[src/hdl/smtp_command_argument_parser_core_macros.svh]
// Assertion macros used by the SMTP argument parser core
`ifndef SMTP_COMMAND_ARGUMENT_PARSER_CORE_MACROS_SVH
`define SMTP_COMMAND_ARGUMENT_PARSER_CORE_MACROS_SVH

// same-cycle implication, sampled on clk, off while in reset
`define SMTPAP_ASSERT_IMP(lbl, ante, cons) \
  lbl: assert property (@(posedge clk) disable iff (!rst_n) (ante) |-> (cons)) \
    else $error("smtpap: same-cycle check failed");

// next-cycle implication
`define SMTPAP_ASSERT_NXT(lbl, ante, cons) \
  lbl: assert property (@(posedge clk) disable iff (!rst_n) (ante) |=> (cons)) \
    else $error("smtpap: next-cycle check failed");

`endif

[src/hdl/smtpap_pkg.sv]
// Types, codes and constants for the SMTP argument parser
package smtpap_pkg;

  localparam int FLEN_W = 9;
  localparam int KPOS_W = 3;

  localparam logic [1:0] OP_HELO = 2'd0;
  localparam logic [1:0] OP_MAIL = 2'd1;
  localparam logic [1:0] OP_RCPT = 2'd2;
  localparam logic [1:0] OP_NONE = 2'd3;

  localparam logic [7:0] CH_LF    = 8'h0A;
  localparam logic [7:0] CH_CR    = 8'h0D;
  localparam logic [7:0] CH_SP    = 8'h20;
  localparam logic [7:0] CH_COLON = 8'h3A;
  localparam logic [7:0] CH_LT    = 8'h3C;
  localparam logic [7:0] CH_GT    = 8'h3E;
  localparam logic [7:0] CH_AT    = 8'h40;
  localparam logic [7:0] CH_LBR   = 8'h5B;
  localparam logic [7:0] CH_RBR   = 8'h5D;
  localparam logic [7:0] CASE_MSK = 8'hDF;

  typedef enum logic [12:0] {
    PH_IDLE      = 13'b0_0000_0000_0001,
    PH_SPACE     = 13'b0_0000_0000_0010,
    PH_KEYWORD   = 13'b0_0000_0000_0100,
    PH_COLON     = 13'b0_0000_0000_1000,
    PH_LT        = 13'b0_0000_0001_0000,
    PH_LOC_FIRST = 13'b0_0000_0010_0000,
    PH_LOC       = 13'b0_0000_0100_0000,
    PH_DOM_FIRST = 13'b0_0000_1000_0000,
    PH_DOM_PLAIN = 13'b0_0001_0000_0000,
    PH_DOM_LIT   = 13'b0_0010_0000_0000,
    PH_DOM_END   = 13'b0_0100_0000_0000,
    PH_CR        = 13'b0_1000_0000_0000,
    PH_LF        = 13'b1_0000_0000_0000
  } phase_t;

  typedef enum logic [1:0] {
    ST_BUSY = 2'd0,
    ST_OK   = 2'd1,
    ST_BAD  = 2'd2
  } status_t;

  typedef enum logic [1:0] {
    CAP_NONE   = 2'd0,
    CAP_LOCAL  = 2'd1,
    CAP_DOMAIN = 2'd2
  } cap_t;

  typedef struct packed {
    logic local_ok;
    logic literal_ok;
    logic domain_ok;
  } class_t;

  typedef struct packed {
    phase_t              phase;
    logic [FLEN_W-1:0]   flen;
    logic [KPOS_W-1:0]   kpos;
    logic [1:0]          kind;
  } pstate_t;

  typedef struct packed {
    logic [7:0] captured_char;
    cap_t       capture_kind;
    status_t    status;
  } result_t;

  // expected keyword letter, upper case
  function automatic logic [7:0] kw_char(input logic [1:0] kind,
                                         input logic [KPOS_W-1:0] pos);
    logic [7:0] ch;
    ch = 8'h00;
    if (kind == OP_MAIL) begin
      unique case (pos)
        3'd0:    ch = 8'h46;
        3'd1:    ch = 8'h52;
        3'd2:    ch = 8'h4F;
        3'd3:    ch = 8'h4D;
        default: ch = 8'h00;
      endcase
    end else begin
      unique case (pos)
        3'd0:    ch = 8'h54;
        3'd1:    ch = 8'h4F;
        default: ch = 8'h00;
      endcase
    end
    return ch;
  endfunction

  function automatic logic [KPOS_W-1:0] kw_len(input logic [1:0] kind);
    return (kind == OP_MAIL) ? KPOS_W'(4) : KPOS_W'(2);
  endfunction

endpackage

[src/hdl/smtpap_class.sv]
// Character class decode for local part, literal and plain domain bytes
module smtpap_class
  import smtpap_pkg::*;
(
  input  logic [7:0] ch,
  output class_t     cls
);

  always_comb begin
    cls.local_ok = (ch == 8'd33) ||
                   (ch > 8'd34 && ch < 8'd40) ||
                   (ch == 8'd42) || (ch == 8'd43) ||
                   (ch > 8'd44 && ch < 8'd58) ||
                   (ch == 8'd61) ||
                   (ch > 8'd64 && ch < 8'd91) ||
                   (ch > 8'd93 && ch < 8'd127);
    cls.literal_ok = (ch > 8'd32 && ch < 8'd91) ||
                     (ch > 8'd93 && ch < 8'd127);
    cls.domain_ok = (ch == 8'd45) || (ch == 8'd46) ||
                    (ch > 8'd64 && ch < 8'd91) ||
                    (ch > 8'd96 && ch < 8'd123);
  end

endmodule

[src/hdl/smtpap_fsm.sv]
// Next-state and result logic of the parser for one byte
module smtpap_fsm
  import smtpap_pkg::*;
#(
  parameter int LOCAL_MAX  = 64,
  parameter int DOMAIN_MAX = 256
)
(
  input  pstate_t    cur,
  input  logic [1:0] op,
  input  logic [7:0] ch,
  input  logic       start,
  output pstate_t    nxt,
  output result_t    res
);

  localparam logic [FLEN_W-1:0] LOC_LIM = FLEN_W'(LOCAL_MAX);
  localparam logic [FLEN_W-1:0] DOM_LIM = FLEN_W'(DOMAIN_MAX);
  localparam logic [FLEN_W-1:0] LIT_LIM = FLEN_W'(DOMAIN_MAX - 1);

  class_t            cls;
  pstate_t           eff;
  status_t           st;
  cap_t              cap;
  logic [FLEN_W-1:0] flen_inc;
  logic [KPOS_W-1:0] kpos_inc;

  smtpap_class u_class (
    .ch  (ch),
    .cls (cls)
  );

  always_comb begin
    eff = cur;
    if (start) begin
      eff.kind  = op;
      eff.flen  = '0;
      eff.kpos  = '0;
      eff.phase = (op == OP_NONE) ? PH_IDLE : PH_SPACE;
    end
  end

  assign flen_inc = eff.flen + FLEN_W'(1);
  assign kpos_inc = eff.kpos + KPOS_W'(1);

  always_comb begin
    nxt = eff;
    st  = (start && op == OP_NONE) ? ST_BAD : ST_BUSY;
    cap = CAP_NONE;
    unique case (eff.phase)
      PH_SPACE: begin
        if (ch == CH_SP) nxt.phase = (eff.kind == OP_HELO) ? PH_DOM_FIRST : PH_KEYWORD;
        else st = ST_BAD;
      end
      PH_KEYWORD: begin
        if ((ch & CASE_MSK) == kw_char(eff.kind, eff.kpos)) begin
          nxt.kpos = kpos_inc;
          if (kpos_inc >= kw_len(eff.kind)) nxt.phase = PH_COLON;
        end else begin
          st = ST_BAD;
        end
      end
      PH_COLON: begin
        if (ch == CH_COLON) nxt.phase = PH_LT;
        else st = ST_BAD;
      end
      PH_LT: begin
        if (ch == CH_LT) begin
          nxt.phase = PH_LOC_FIRST;
          nxt.flen  = '0;
        end else begin
          st = ST_BAD;
        end
      end
      PH_LOC_FIRST, PH_LOC: begin
        if (cls.local_ok) begin
          if (eff.flen >= LOC_LIM) st = ST_BAD;
          else begin
            nxt.flen  = flen_inc;
            cap       = CAP_LOCAL;
            nxt.phase = PH_LOC;
          end
        end else if (eff.phase == PH_LOC && ch == CH_AT) begin
          nxt.phase = PH_DOM_FIRST;
          nxt.flen  = '0;
        end else begin
          st = ST_BAD;
        end
      end
      PH_DOM_FIRST: begin
        nxt.flen = '0;
        if (ch == CH_LBR) begin
          nxt.flen  = FLEN_W'(1);
          cap       = CAP_DOMAIN;
          nxt.phase = PH_DOM_LIT;
        end else if (cls.domain_ok) begin
          nxt.flen  = FLEN_W'(1);
          cap       = CAP_DOMAIN;
          nxt.phase = PH_DOM_PLAIN;
        end else begin
          st = ST_BAD;
        end
      end
      PH_DOM_PLAIN, PH_DOM_END: begin
        if (eff.phase == PH_DOM_PLAIN && cls.domain_ok) begin
          if (eff.flen >= DOM_LIM) st = ST_BAD;
          else begin
            nxt.flen = flen_inc;
            cap      = CAP_DOMAIN;
          end
        end else if (eff.kind == OP_HELO && ch == CH_CR) begin
          nxt.phase = PH_LF;
        end else if (eff.kind != OP_HELO && ch == CH_GT) begin
          nxt.phase = PH_CR;
        end else begin
          st = ST_BAD;
        end
      end
      PH_DOM_LIT: begin
        if (cls.literal_ok) begin
          if (eff.flen >= LIT_LIM) st = ST_BAD;
          else begin
            nxt.flen = flen_inc;
            cap      = CAP_DOMAIN;
          end
        end else if (ch == CH_RBR) begin
          nxt.flen  = flen_inc;
          cap       = CAP_DOMAIN;
          nxt.phase = PH_DOM_END;
        end else begin
          st = ST_BAD;
        end
      end
      PH_CR: begin
        if (ch == CH_CR) nxt.phase = PH_LF;
        else st = ST_BAD;
      end
      PH_LF: begin
        if (ch == CH_LF) begin
          st        = ST_OK;
          nxt.phase = PH_IDLE;
        end else begin
          st = ST_BAD;
        end
      end
      default: ;
    endcase
    if (st == ST_BAD) begin
      nxt.phase = PH_IDLE;
      cap       = CAP_NONE;
    end
  end

  always_comb begin
    res.captured_char = (cap != CAP_NONE) ? ch : 8'h00;
    res.capture_kind  = cap;
    res.status        = st;
  end

endmodule

[src/hdl/smtp_command_argument_parser_core.sv]
// Top level of the SMTP command argument parser: input stage, parser state, result stage
// Datapath: a taken byte is held in the input register, then its result is registered for out_*.
// Throughput: one byte per cycle while out_tready is high; set by the single
//   input-register to result-register pass that also updates the parser state.
// Reset (rst_n low, synchronous): both stages empty, parser idle with zero
//   length, keyword position and command kind.
module smtp_command_argument_parser_core
  import smtpap_pkg::*;
#(
  parameter int LOCAL_MAX  = 64,
  parameter int DOMAIN_MAX = 256
)
(
  input  logic       clk,
  input  logic       rst_n,
  input  logic       in_tvalid,
  output logic       in_tready,
  input  logic [7:0] in_tdata,   // [7:0] data_byte
  input  logic [2:0] in_tuser,   // [1:0] operation, [2] line_start
  output logic       out_tvalid,
  input  logic       out_tready,
  output logic [7:0] out_tdata,  // [7:0] captured_char
  output logic [3:0] out_tuser   // [1:0] capture_kind, [3:2] status
);

`include "smtp_command_argument_parser_core_macros.svh"

  logic       in_valid_r;
  logic [7:0] in_byte_r;
  logic [1:0] in_op_r;
  logic       in_start_r;
  pstate_t    pst_r;
  pstate_t    pst_nxt;
  logic       out_valid_r;
  result_t    out_res_r;
  result_t    res;
  logic       advance;

  assign advance   = in_valid_r && (!out_valid_r || out_tready);
  assign in_tready = !in_valid_r || advance;

  smtpap_fsm #(
    .LOCAL_MAX  (LOCAL_MAX),
    .DOMAIN_MAX (DOMAIN_MAX)
  ) u_fsm (
    .cur   (pst_r),
    .op    (in_op_r),
    .ch    (in_byte_r),
    .start (in_start_r),
    .nxt   (pst_nxt),
    .res   (res)
  );

  always_ff @(posedge clk) begin
    if (!rst_n) begin
      in_valid_r <= 1'b0;
    end else if (in_tready) begin
      in_valid_r <= in_tvalid;
    end
  end

  always_ff @(posedge clk) begin
    if (in_tvalid && in_tready) begin
      in_byte_r  <= in_tdata;
      in_op_r    <= in_tuser[1:0];
      in_start_r <= in_tuser[2];
    end
  end

  always_ff @(posedge clk) begin
    if (!rst_n) begin
      pst_r.phase <= PH_IDLE;
      pst_r.flen  <= '0;
      pst_r.kpos  <= '0;
      pst_r.kind  <= OP_HELO;
    end else if (advance) begin
      pst_r <= pst_nxt;
    end
  end

  always_ff @(posedge clk) begin
    if (!rst_n) begin
      out_valid_r <= 1'b0;
    end else if (advance) begin
      out_valid_r <= 1'b1;
    end else if (out_tready) begin
      out_valid_r <= 1'b0;
    end
  end

  always_ff @(posedge clk) begin
    if (advance) begin
      out_res_r <= res;
    end
  end

  assign out_tvalid     = out_valid_r;
  assign out_tdata      = out_res_r.captured_char;
  assign out_tuser[1:0] = out_res_r.capture_kind;
  assign out_tuser[3:2] = out_res_r.status;

  `SMTPAP_ASSERT_NXT(a_bad_goes_idle, advance && res.status == ST_BAD, pst_r.phase == PH_IDLE)
  `SMTPAP_ASSERT_NXT(a_ok_goes_idle, advance && res.status == ST_OK, pst_r.phase == PH_IDLE)
  `SMTPAP_ASSERT_IMP(a_capture_busy, out_valid_r && out_res_r.capture_kind != CAP_NONE, out_res_r.status == ST_BUSY)
  `SMTPAP_ASSERT_IMP(a_no_capture_zero, out_valid_r && out_res_r.capture_kind == CAP_NONE, out_res_r.captured_char == 8'h00)
  `SMTPAP_ASSERT_NXT(a_stall_holds, out_valid_r && !out_tready, out_valid_r && $stable(out_res_r))

endmodule

[config.mk]
export PLATFORM = sky130hd
export DESIGN_NAME = smtp_command_argument_parser_core
export DESIGN_NICKNAME = d
export VERILOG_FILES = /design/src/hdl/smtpap_pkg.sv /design/src/hdl/smtpap_class.sv /design/src/hdl/smtpap_fsm.sv /design/src/hdl/smtp_command_argument_parser_core.sv
export VERILOG_INCLUDE_DIRS = /design/src /design/src/hdl
export SDC_FILE = /design/constraint.sdc
export NUM_CORES = 1
export LEC_CHECK = 0
export BUFFER_PORTS_ARGS = -buffer_cell sky130_fd_sc_hd__buf_2
export CORE_ASPECT_RATIO = 1.1
export CORE_UTILIZATION = 35
export DETAILED_ROUTE_END_ITERATION = 10
export PLACE_DENSITY = 0.49
export SYNTH_ARGS = -nofsm -noshare
export SYNTH_HDL_FRONTEND = slang
export SYNTH_SLANG_ARGS = --single-unit
[constraint.sdc]
create_clock -name clk -period 6.9 [get_ports clk]
set_clock_uncertainty 0.15 [all_clocks]
set_input_delay 0.345 -clock clk [delete_from_list [all_inputs] [get_ports clk]]
set_output_delay 0.345 -clock clk [all_outputs]
set_load 0.01 [all_outputs]
==> results_dict.tcl, run 1 <==
set metrics [dict create \
    status "finished, final reports clean" \
    die_height_um 118 \
    dpl.hpwl_um 10300 \
    gp_congestion 0.897 \
    drt_iter0_drc 370 \
    clock_sinks 52 \
    power.total_mw 0.702 \
    async_flop_share_pct 0 \
    synthToLayoutAreaGrowth_pct 8.61 \
    timing.setup.tns_ps 0 \
    dieWidth_um 107 \
    wl_per_cell_um 20.2 \
    drv_cap 0 \
    critPathArrivalTime_ps 5040 \
    register_area_sq_mm 0.00127 \
    peakVddDrop_mv 0.105 \
    grt_usage_pct 21.9 \
    max_stage_delay_ps 530 \
    path_common_cell "inv_1" \
    rsz0062_at_grt "false" \
    ant_nets 0 \
    ys_types 81 \
    top_usage_layer "met2" \
    synth_area_per_cell_sq_um 8.29 \
    ys_ff_latch 52 \
    powerDensity_mw_per_mm2 152 \
    hp-class "in -> reg" \
    grt_pass1_vias 3863 \
    rr_startpoint "in_start_r" \
    ys_warn_count 0 \
    final.fill_count 1174 \
    finalWirelength_um 13600 \
    synth.most_common_cell "nand2_1" \
    grtUsageMet3_pct 3.16 \
    cts_resized 0 \
    power_leakage_nw 1.64 \
    initial_core_util_pct 36.6 \
    crit_chain "buf_4, inv_1, nand2_1, inv_1, ha_1, and4_1, nand3_1, or3_1, inv_1, ha_1, or3_1, or2_2, o21ai_0, o21ai_0, o31ai_4, inv_2, or4_1, nand3_1" \
    htreeDepth 2 \
    grt_antenna_before_repair 0 \
    post-place-ws_ps 2070 \
    cts_tree "yes" \
    worst-path-buf-inv 5 \
    io_pins 29 \
    synthesis.area_sq_mm 0.00426 \
    cts_buffers 5 \
    use_met1_pct 30.7 \
    diodes 0 \
    end_kind "register" \
    timing.final.ws_setup_ps 1960 \
    yosys.area.top_type "edfxtp_1" \
    tightest_slew_ps 1020 \
    slowest_stage "or4_1" \
    synth_flop_cell "dfxtp_1" \
    ctsHoldBuffers 0 \
    first_pass_iters 4 \
    core_sq_mm 0.0116 \
    vias 4152 \
    slew-limit-headroom_pct 32.0 \
    layout-drive-gt1-share_pct 11.8 \
    grt_max_degree 39 \
    synthesis.nets 540 \
    max_freq_mhz 202 \
    clk_latency_ps 310 \
    synth_area_leaders "edfxtp_1 (16%), dfxtp_1 (14%), nand2_1 (4.3%), o21ai_0 (3.3%), ha_1 (3.2%)" \
    synth_commonest_cells "nand2_1 (49), dfxtp_1 (29), o21ai_0 (28)" \
    grt_pass1_wl_um 21500 \
    cp-startpoint "in_start_r" \
    multi_input_area_sq_mm 0.00276 \
    hold_viol_final 0 \
    clk_path_buf_depth 2 \
    timing.final.crit_period_ps 4940 \
    overflow 0 \
    holdWs_ps 59.8 \
    crit_fanout 38 \
    post-cts-setup-buffers 0 \
    holdCritStartpoint "in_tdata[3]" \
    slew_violations 0 \
    setup_viol 0 \
    clkTransAtPathRegs_ps 80 \
    layout.nets 549 \
    seq_area_frac_synth_pct 29.8 \
    finalCritPeriodShare_pct 71.6 \
    start_kind "register" \
    io_buffers 28 \
    crit_type "reg -> reg" \
    yosysTopAreaCellShare_pct 16.2 \
    critPathTopFamily "simple AND/OR/NAND/NOR gates" \
    drc 0 \
    cts_root_buf "clkbuf_16" \
    vias_per_cell 6.16 \
    synth-edff-count 23 \
    met2_usage_pct 34.2 \
    die_area_sq_mm 0.0126 \
    rows 41 \
    crit_required_ps 7000 \
    synthCells 514 \
]
==> flip-flops by register name, summed over array words and instances (netlist names) <==
name and flops:
in_byte_r 8, in_valid_r 1, out_tuser 4, out_tdata 8
out_tvalid 1, in_start_r 1, pst_r 27, in_op_r 2
==> area by class of cell <==
class	count	area share [%]
clock buffer	5	2.70
multi-input combinational	409	59.6
timing repair buffer	32	3.68
tap	150	4.06
inverter	23	1.87
clock inverter	3	0.595
sequential	52	27.5
==> metrics by stage <==
stage               std cells  util [%]  cell area (sq um)
global route              674      39.7               4630
finish                    674      39.7               4630
floorplan                 514         -               4260
global placement          666      38.4               4470
detailed placement        666      38.4               4470
CTS                       674      39.7               4630
==> cells by family (layout without fill, tap and decap cells) <==
family / Yosys count / after routing / synth area share (%)
and+or+nand+nor: 239 / 239 / 34.2
buffers and inverters: 53 / 63 / 5.40
adders and majority gates: 11 / 11 / 3.23
xor gates and xnor gates: 6 / 6 / 1.23
other: 1 / 1 / 0.0880
DFF: 52 / 52 / 29.8
muxes: 2 / 2 / 0.499
AOI/OAI and AO/OA: 150 / 150 / 25.5
==> routing by layer <==
metal | up-vias | wire length (um)
met5 | - | 0
met4 | 0 | 358
met3 | 24 | 637
met2 | 120 | 6380
met1 | 2014 | 6240
li1 | 1994 | -
==> where the power goes <==
group          leakage (nW)  switching, mW  internal [mW]
Clock                0.0719          0.130          0.138
Sequential            0.458         0.0156          0.331
Combinational          1.11         0.0562         0.0315
==> layout by cell type (no fill, tap or decap), drive strengths merged, types with 10 or more instances in the layout <==
master,netlist,routed
nand2,49,49
buf,17,32
o21ai,30,30
dfxtp,29,29
nor2,26,26
inv,23,24
edfxtp,23,23
nor2b,19,19
nand3,19,19
a21oi,19,19
and2,17,17
nor3,14,14
nand4,13,13
o31ai,12,12
ha,11,11
nor4,11,11
o211ai,10,10
==> worst paths after layout <==
| path | endpoint | slack [ps] | depth (start not counted) |
|---|---|---|---|
| max | pst_r[25] | 1960 | 18 |
| min | in_byte_r[3] | 60 | 1 |
| max reg2reg | pst_r[25] | 1960 | 18 |
| min reg2reg | pst_r[15] | 350 | 2 |
(Power assumes the default switching activity.)
==> inputs of run 2 (changes only) <==
==> constraint.sdc (replaced) <==
create_clock -name clk -period 4.8 [get_ports clk]
set_clock_uncertainty 0.15 [all_clocks]
set_input_delay 0.24 -clock clk [delete_from_list [all_inputs] [get_ports clk]]
set_output_delay 0.24 -clock clk [all_outputs]
set_load 0.01 [all_outputs]
==> results_dict.tcl, run 2 (same netlist as run 1, synthesis figures left out) <==
set metrics [dict create \
    status "finished, final reports clean" \
    max_freq_mhz 257 \
    gp_congestion 0.935 \
    largest_register_ffs 27 \
    p_sw_mw 0.271 \
    slew-limit-headroom_pct 32.8 \
    grt_usage_pct 22.7 \
    end_kind "register" \
    ant_nets 0 \
    cts_tree "yes" \
    drt_iter0_drc 335 \
    final_cell_mix "nand2_1 (49), dfxtp_1 (29), o21ai_0 (28), buf_2 (28), nor2_1 (26)" \
    clk_path_buf_depth 2 \
    crit_fanout 6 \
    io_buffers 28 \
    start_kind "register" \
    holdCritStartpoint "in_tvalid" \
    placed_area_sq_mm 0.00450 \
    htreeDepth 2 \
    finalWirelength_um 13800 \
    wl_per_cell_um 20.1 \
    io_pins 29 \
    finalCritPeriodShare_pct 81.0 \
    core_sq_mm 0.0116 \
    holdWs_ps 30.8 \
    drc 0 \
    p_int_mw 0.735 \
    max_stage_delay_ps 510 \
    critPathTopFamily "simple AND/OR/NAND/NOR gates" \
    regMostFlops "pst_r" \
    overflow 0 \
    grt_pass1_vias 4022 \
    vias_per_cell 6.13 \
    clk_latency_ps 310 \
    crit_chain "inv_1, nand2_1, inv_1, ha_1, and4_1, nand3_1, or3_1, inv_1, ha_1, or3_1, or2_2, o21ai_0, o21ai_0, o31ai_4, inv_2, or4_1, nand3_1" \
    grt_antenna_before_repair 0 \
    slew_violations 0 \
    crit_type "reg -> reg" \
    path_common_cell "inv_1" \
    rr_startpoint "in_start_r" \
    post-cts-setup-buffers 0 \
    setup_viol 0 \
    final_common_cell "nand2_1" \
    layout.nets 562 \
    hp-class "in -> reg" \
    die_height_um 118 \
    hold_viol_final 0 \
    stdcell_area_sq_mm 0.00474 \
    crit_required_ps 4890 \
    first_pass_iters 5 \
    timing.final.crit_period_ps 3890 \
    clockPowerShare_pct 37.1 \
    layout-drive-gt1-share_pct 11.7 \
    rsz0062_at_grt "false" \
    worst-path-buf-inv 4 \
    sequentialPowerShare_pct 49.6 \
    synthToLayoutAreaGrowth_pct 11.3 \
    cp-startpoint "in_start_r" \
    grt_pass1_wl_um 21900 \
    rows 41 \
    slowest_stage "or4_1" \
    powerDensity_mw_per_mm2 212 \
    initial_core_util_pct 36.6 \
    diodes 0 \
    vias 4209 \
    timing.setup.tns_ps 0 \
    dpl.hpwl_um 10400 \
    drv_cap 0 \
    clkTransAtPathRegs_ps 70 \
    p_comb_share_pct 13.3 \
    critPathArrivalTime_ps 3980 \
    clock_sinks 52 \
    die_area_sq_mm 0.0126 \
    post-route-util_pct 40.7 \
    power_leakage_nw 1.70 \
    power.share.switching_pct 26.9 \
    dieWidth_um 107 \
    cts_buffers 5 \
    cts_resized 0 \
    grt_max_degree 37 \
    regToRegSetupSlack_ps 910 \
    tightest_slew_ps 1010 \
    cts_root_buf "clkbuf_16" \
    peakVddDrop_mv 0.124 \
]
-- run 2: cell count changes in the layout (fill, tap and decap cells not counted), sizes merged --
cell	change
dlygate4sd3	+10
buf	+3
clkbuf	+3
clkinv	-1
clkinvlp	-1
inv	-1
-- run 2: path summary, 6_finish.rpt --
path	end	cells past startpoint
worst max-delay path	pst_r[25]	17
worst min register to register	pst_r[15]	2
worst max register to register	pst_r[25]	17
worst min-delay path	in_valid_r	3
-- run 2: power groups by stage --
stage,clock [mW],sequential [mW],combinational (mW)
after floorplan,0,0.494,0.0979
after global routing,0.402,0.502,0.146
after global placement,0,0.508,0.125
final,0.374,0.499,0.134
after detailed placement,0,0.508,0.125
after CTS,0.384,0.498,0.132
-- run 2: cell type report --
type                    count  area [sq um]
repair buffers             45           293
flip-flops and latches     52          1270
inverters                  23          86.3
fillers                  1198          6900
clock buffers               8           146
well taps                 150           188
multi-input cells         409          2760
-- run 2: through the flow --
step | setup slack (ps) | power [mW] | instances
after floorplan | 272 | 0.592 | 514
after global placement | 1100 | 0.633 | 669
after detailed placement | 957 | 0.633 | 669
after CTS | 934 | 1.01 | 687
after global routing | 592 | 1.05 | 687
final | 914 | 1.01 | 687
-- run 2: per-layer routing --
| metal | vias to the layer above | global-route usage (%) | wire [um] |
|---|---|---|---|
| met3 | 36 | 5.26 | 817 |
| met1 | 1997 | 29.4 | 6100 |
| met5 | - | 0 | 0 |
| met2 | 152 | 35.6 | 6320 |
| met4 | 0 | 10.2 | 549 |
| li1 | 2024 | - | - |
-- run 2: worst reg2reg max path, cell delays in order (launching register included) --
cell and delay [ps]:
edfxtp_1 360, inv_1 60, nand2_1 100, inv_1 60
ha_1 210, and4_1 240, nand3_1 130, or3_1 160
inv_1 50, ha_1 160, or3_1 360, or2_2 290
o21ai_0 230, o21ai_0 200, o31ai_4 350, inv_2 110
or4_1 510, nand3_1 90
-- run 2: what timing repair did --
action                                 CTS  global route
hold buffers                            10             0
endpoints found under the hold margin   10             0
setup endpoints to repair                0             0
==> inputs of run 3 (changes only) <==
--- a/config.mk
+++ b/config.mk
@@ -10,7 +10,7 @@
 export CORE_ASPECT_RATIO = 1.1
 export CORE_UTILIZATION = 35
 export DETAILED_ROUTE_END_ITERATION = 10
-export PLACE_DENSITY = 0.49
+export PLACE_DENSITY = 0.51
 export SYNTH_ARGS = -nofsm -noshare
 export SYNTH_HDL_FRONTEND = slang
 export SYNTH_SLANG_ARGS = --single-unit
==> constraint.sdc (replaced) <==
create_clock -name clk -period 3.1 [get_ports clk]
set_clock_uncertainty 0.15 [all_clocks]
set_input_delay 0.155 -clock clk [delete_from_list [all_inputs] [get_ports clk]]
set_output_delay 0.155 -clock clk [all_outputs]
set_load 0.01 [all_outputs]
==> results_dict.tcl, run 3 (same netlist as run 1, synthesis figures left out) <==
set metrics [dict create \
    status "finished with violations" \
    violations "setup timing" \
    hp-class "in -> reg" \
    clockPowerShare_pct 35.7 \
    clock_sinks 52 \
    crit_type "reg -> reg" \
    drt_iter0_drc 367 \
    rows 41 \
    p_int_mw 1.19 \
    dieWidth_um 107 \
    hold_end "out_tvalid" \
    end_kind "register" \
    overflow 0 \
    largest_register_ffs 27 \
    powerDensity_mw_per_mm2 280 \
    crit_required_ps 3140 \
    power.share.switching_pct 29.4 \
    p_comb_share_pct 19.7 \
    layout-drive-gt1-share_pct 36.6 \
    tightest_slew_ps 665 \
    rr_startpoint "in_start_r" \
    slew-limit-headroom_pct 55.6 \
    placed_area_sq_mm 0.00537 \
    gp_congestion 0.949 \
    first_pass_iters 5 \
    drv_cap 0 \
    die_area_sq_mm 0.0126 \
    power_leakage_nw 2.35 \
    clkTransAtPathRegs_ps 70 \
    grt_antenna_before_repair 0 \
    timing.final.ws_setup_ps -221 \
    synthToLayoutAreaGrowth_pct 41.8 \
    stdcell_area_sq_mm 0.00604 \
    final.fill_count 1105 \
    peakVddDrop_mv 0.348 \
    post-place-ws_ps -305 \
    slew_violations 0 \
    vias_per_cell 5.93 \
    cts_root_buf "clkbuf_16" \
    max_freq_mhz 301 \
    clk_path_buf_depth 2 \
    layout.nets 680 \
    wl_per_cell_um 19.5 \
    regMostFlops "pst_r" \
    hold_viol_final 0 \
    min_path_cells 3 \
    holdCritStartpoint "out_tready" \
    io_pins 29 \
    final_cell_mix "buf_4 (115), nand2_1 (44), dfxtp_1 (29)" \
    grt_pass1_vias 4770 \
    drc 0 \
    cts_buffers 5 \
    grt_usage_pct 25.6 \
    timing.final.crit_period_ps 3320 \
    rsz0062_at_grt "true" \
    grt_max_degree 25 \
    die_height_um 118 \
    core_sq_mm 0.0116 \
    slowest_stage "edfxtp_1" \
    setup_viol 15 \
    p_sw_mw 0.496 \
    crit_chain "buf_6, buf_6, buf_4, nor4b_1, nand4_1, nand2_2, nor4_4, buf_4, o21ai_0, o31ai_4, buf_4, buf_6, buf_6, a41oi_1, o21ai_2" \
    io_buffers 28 \
    sequentialPowerShare_pct 44.6 \
    worst-path-buf-inv 7 \
    initial_core_util_pct 36.6 \
    dpl.hpwl_um 11900 \
    rr_worst_depth 15 \
    vias 4772 \
    path_common_cell "buf_6" \
    ant_nets 0 \
    htreeDepth 2 \
    regToRegSetupSlack_ps -220 \
    crit_fanout 14 \
    reg2reg_to "pst_r[18]" \
    critPathTopFamily "buffers and inverters" \
    post-route-util_pct 51.9 \
    clk_latency_ps 310 \
    finalWirelength_um 15700 \
    grt_pass1_wl_um 25100 \
    diodes 0 \
    critPathArrivalTime_ps 3360 \
    final_common_cell "buf_4" \
    finalCritPeriodShare_pct 107 \
    max_stage_delay_ps 460 \
    cts_tree "yes" \
    start_kind "register" \
    holdWs_ps 46.9 \
]
run 3: cell types whose count changed in the layout (fill, tap and decap cells not counted), moves of 5 or more:
cell | previous run | this run
buf_4 | 7 | 115
o21ai_0 | 28 | 18
buf_6 | 0 | 8
nand2_1 | 49 | 44
o21ai_2 | 0 | 5
run 3: worst min-delay path: stages:
cell	delay [ps]
buf_2	80
nor2b_1	60
o21a_1	160
run 3: final cells by class:
class	instances	area (sq um)	share of cell area (%)
repair buffers	163	1210	20.1
clock inverters	3	27.5	0.456
multi-input cells	409	3120	51.7
well taps	150	188	3.11
flip-flops and latches	52	1270	21.0
clock buffers	5	125	2.07
inverters	23	91.3	1.51
run 3: routing by layer:
metal / GRT usage (%) / up-vias / part of all wire (%)
met5: 0 / - / 0
met1: 33.4 / 2310 / 43
met3: 3.93 / 42 / 4.9
met2: 42.4 / 161 / 49
li1: - / 2259 / -
met4: 9.50 / 0 / 3.3
run 3: power by group through the flow:
stage | logic, mW | clock network (mW) | registers [mW]
finish | 0.334 | 0.603 | 0.754
CTS | 0.314 | 0.616 | 0.754
global placement | 0.275 | 0 | 0.769
global route | 0.357 | 0.638 | 0.757
floorplan | 0.160 | 0 | 0.765
detailed placement | 0.277 | 0 | 0.769
run 3: worst max-delay path by stage:
| stage | from | end | slack (ps) | depth (start not counted) |
|---|---|---|---|---|
| 2_1_floorplan | in_start_r | pst_r[25] | -670 | 21 |
| 3_3_place_gp | in_start_r | pst_r[25] | -250 | 16 |
| 3_5_place_dp | in_start_r | pst_r[25] | -300 | 16 |
| 4_1_cts | in_start_r | pst_r[25] | -140 | 17 |
| 5_1_grt | in_start_r | pst_r[18] | -300 | 15 |
| 6_report | in_start_r | pst_r[18] | -220 | 15 |
run 3: through the flow:
step           setup TNS, ps  cells  power [mW]
2_1_floorplan          -9580    514       0.925
3_3_place_gp           -3050    776        1.04
6_report               -1150    805        1.69
4_1_cts                 -675    803        1.68
5_1_grt                -4150    805        1.75
3_5_place_dp           -3700    776        1.05
run 3: what timing repair did:
item | CTS | global route
resized for setup | 40 | 32
hold endpoints to repair | 12 | 0
pin swaps | 26 | 14
buffers inserted | 8 | 3
setup endpoints to repair | 27 | 32
hold buffers | 12 | 0
cloned | 0 | 0
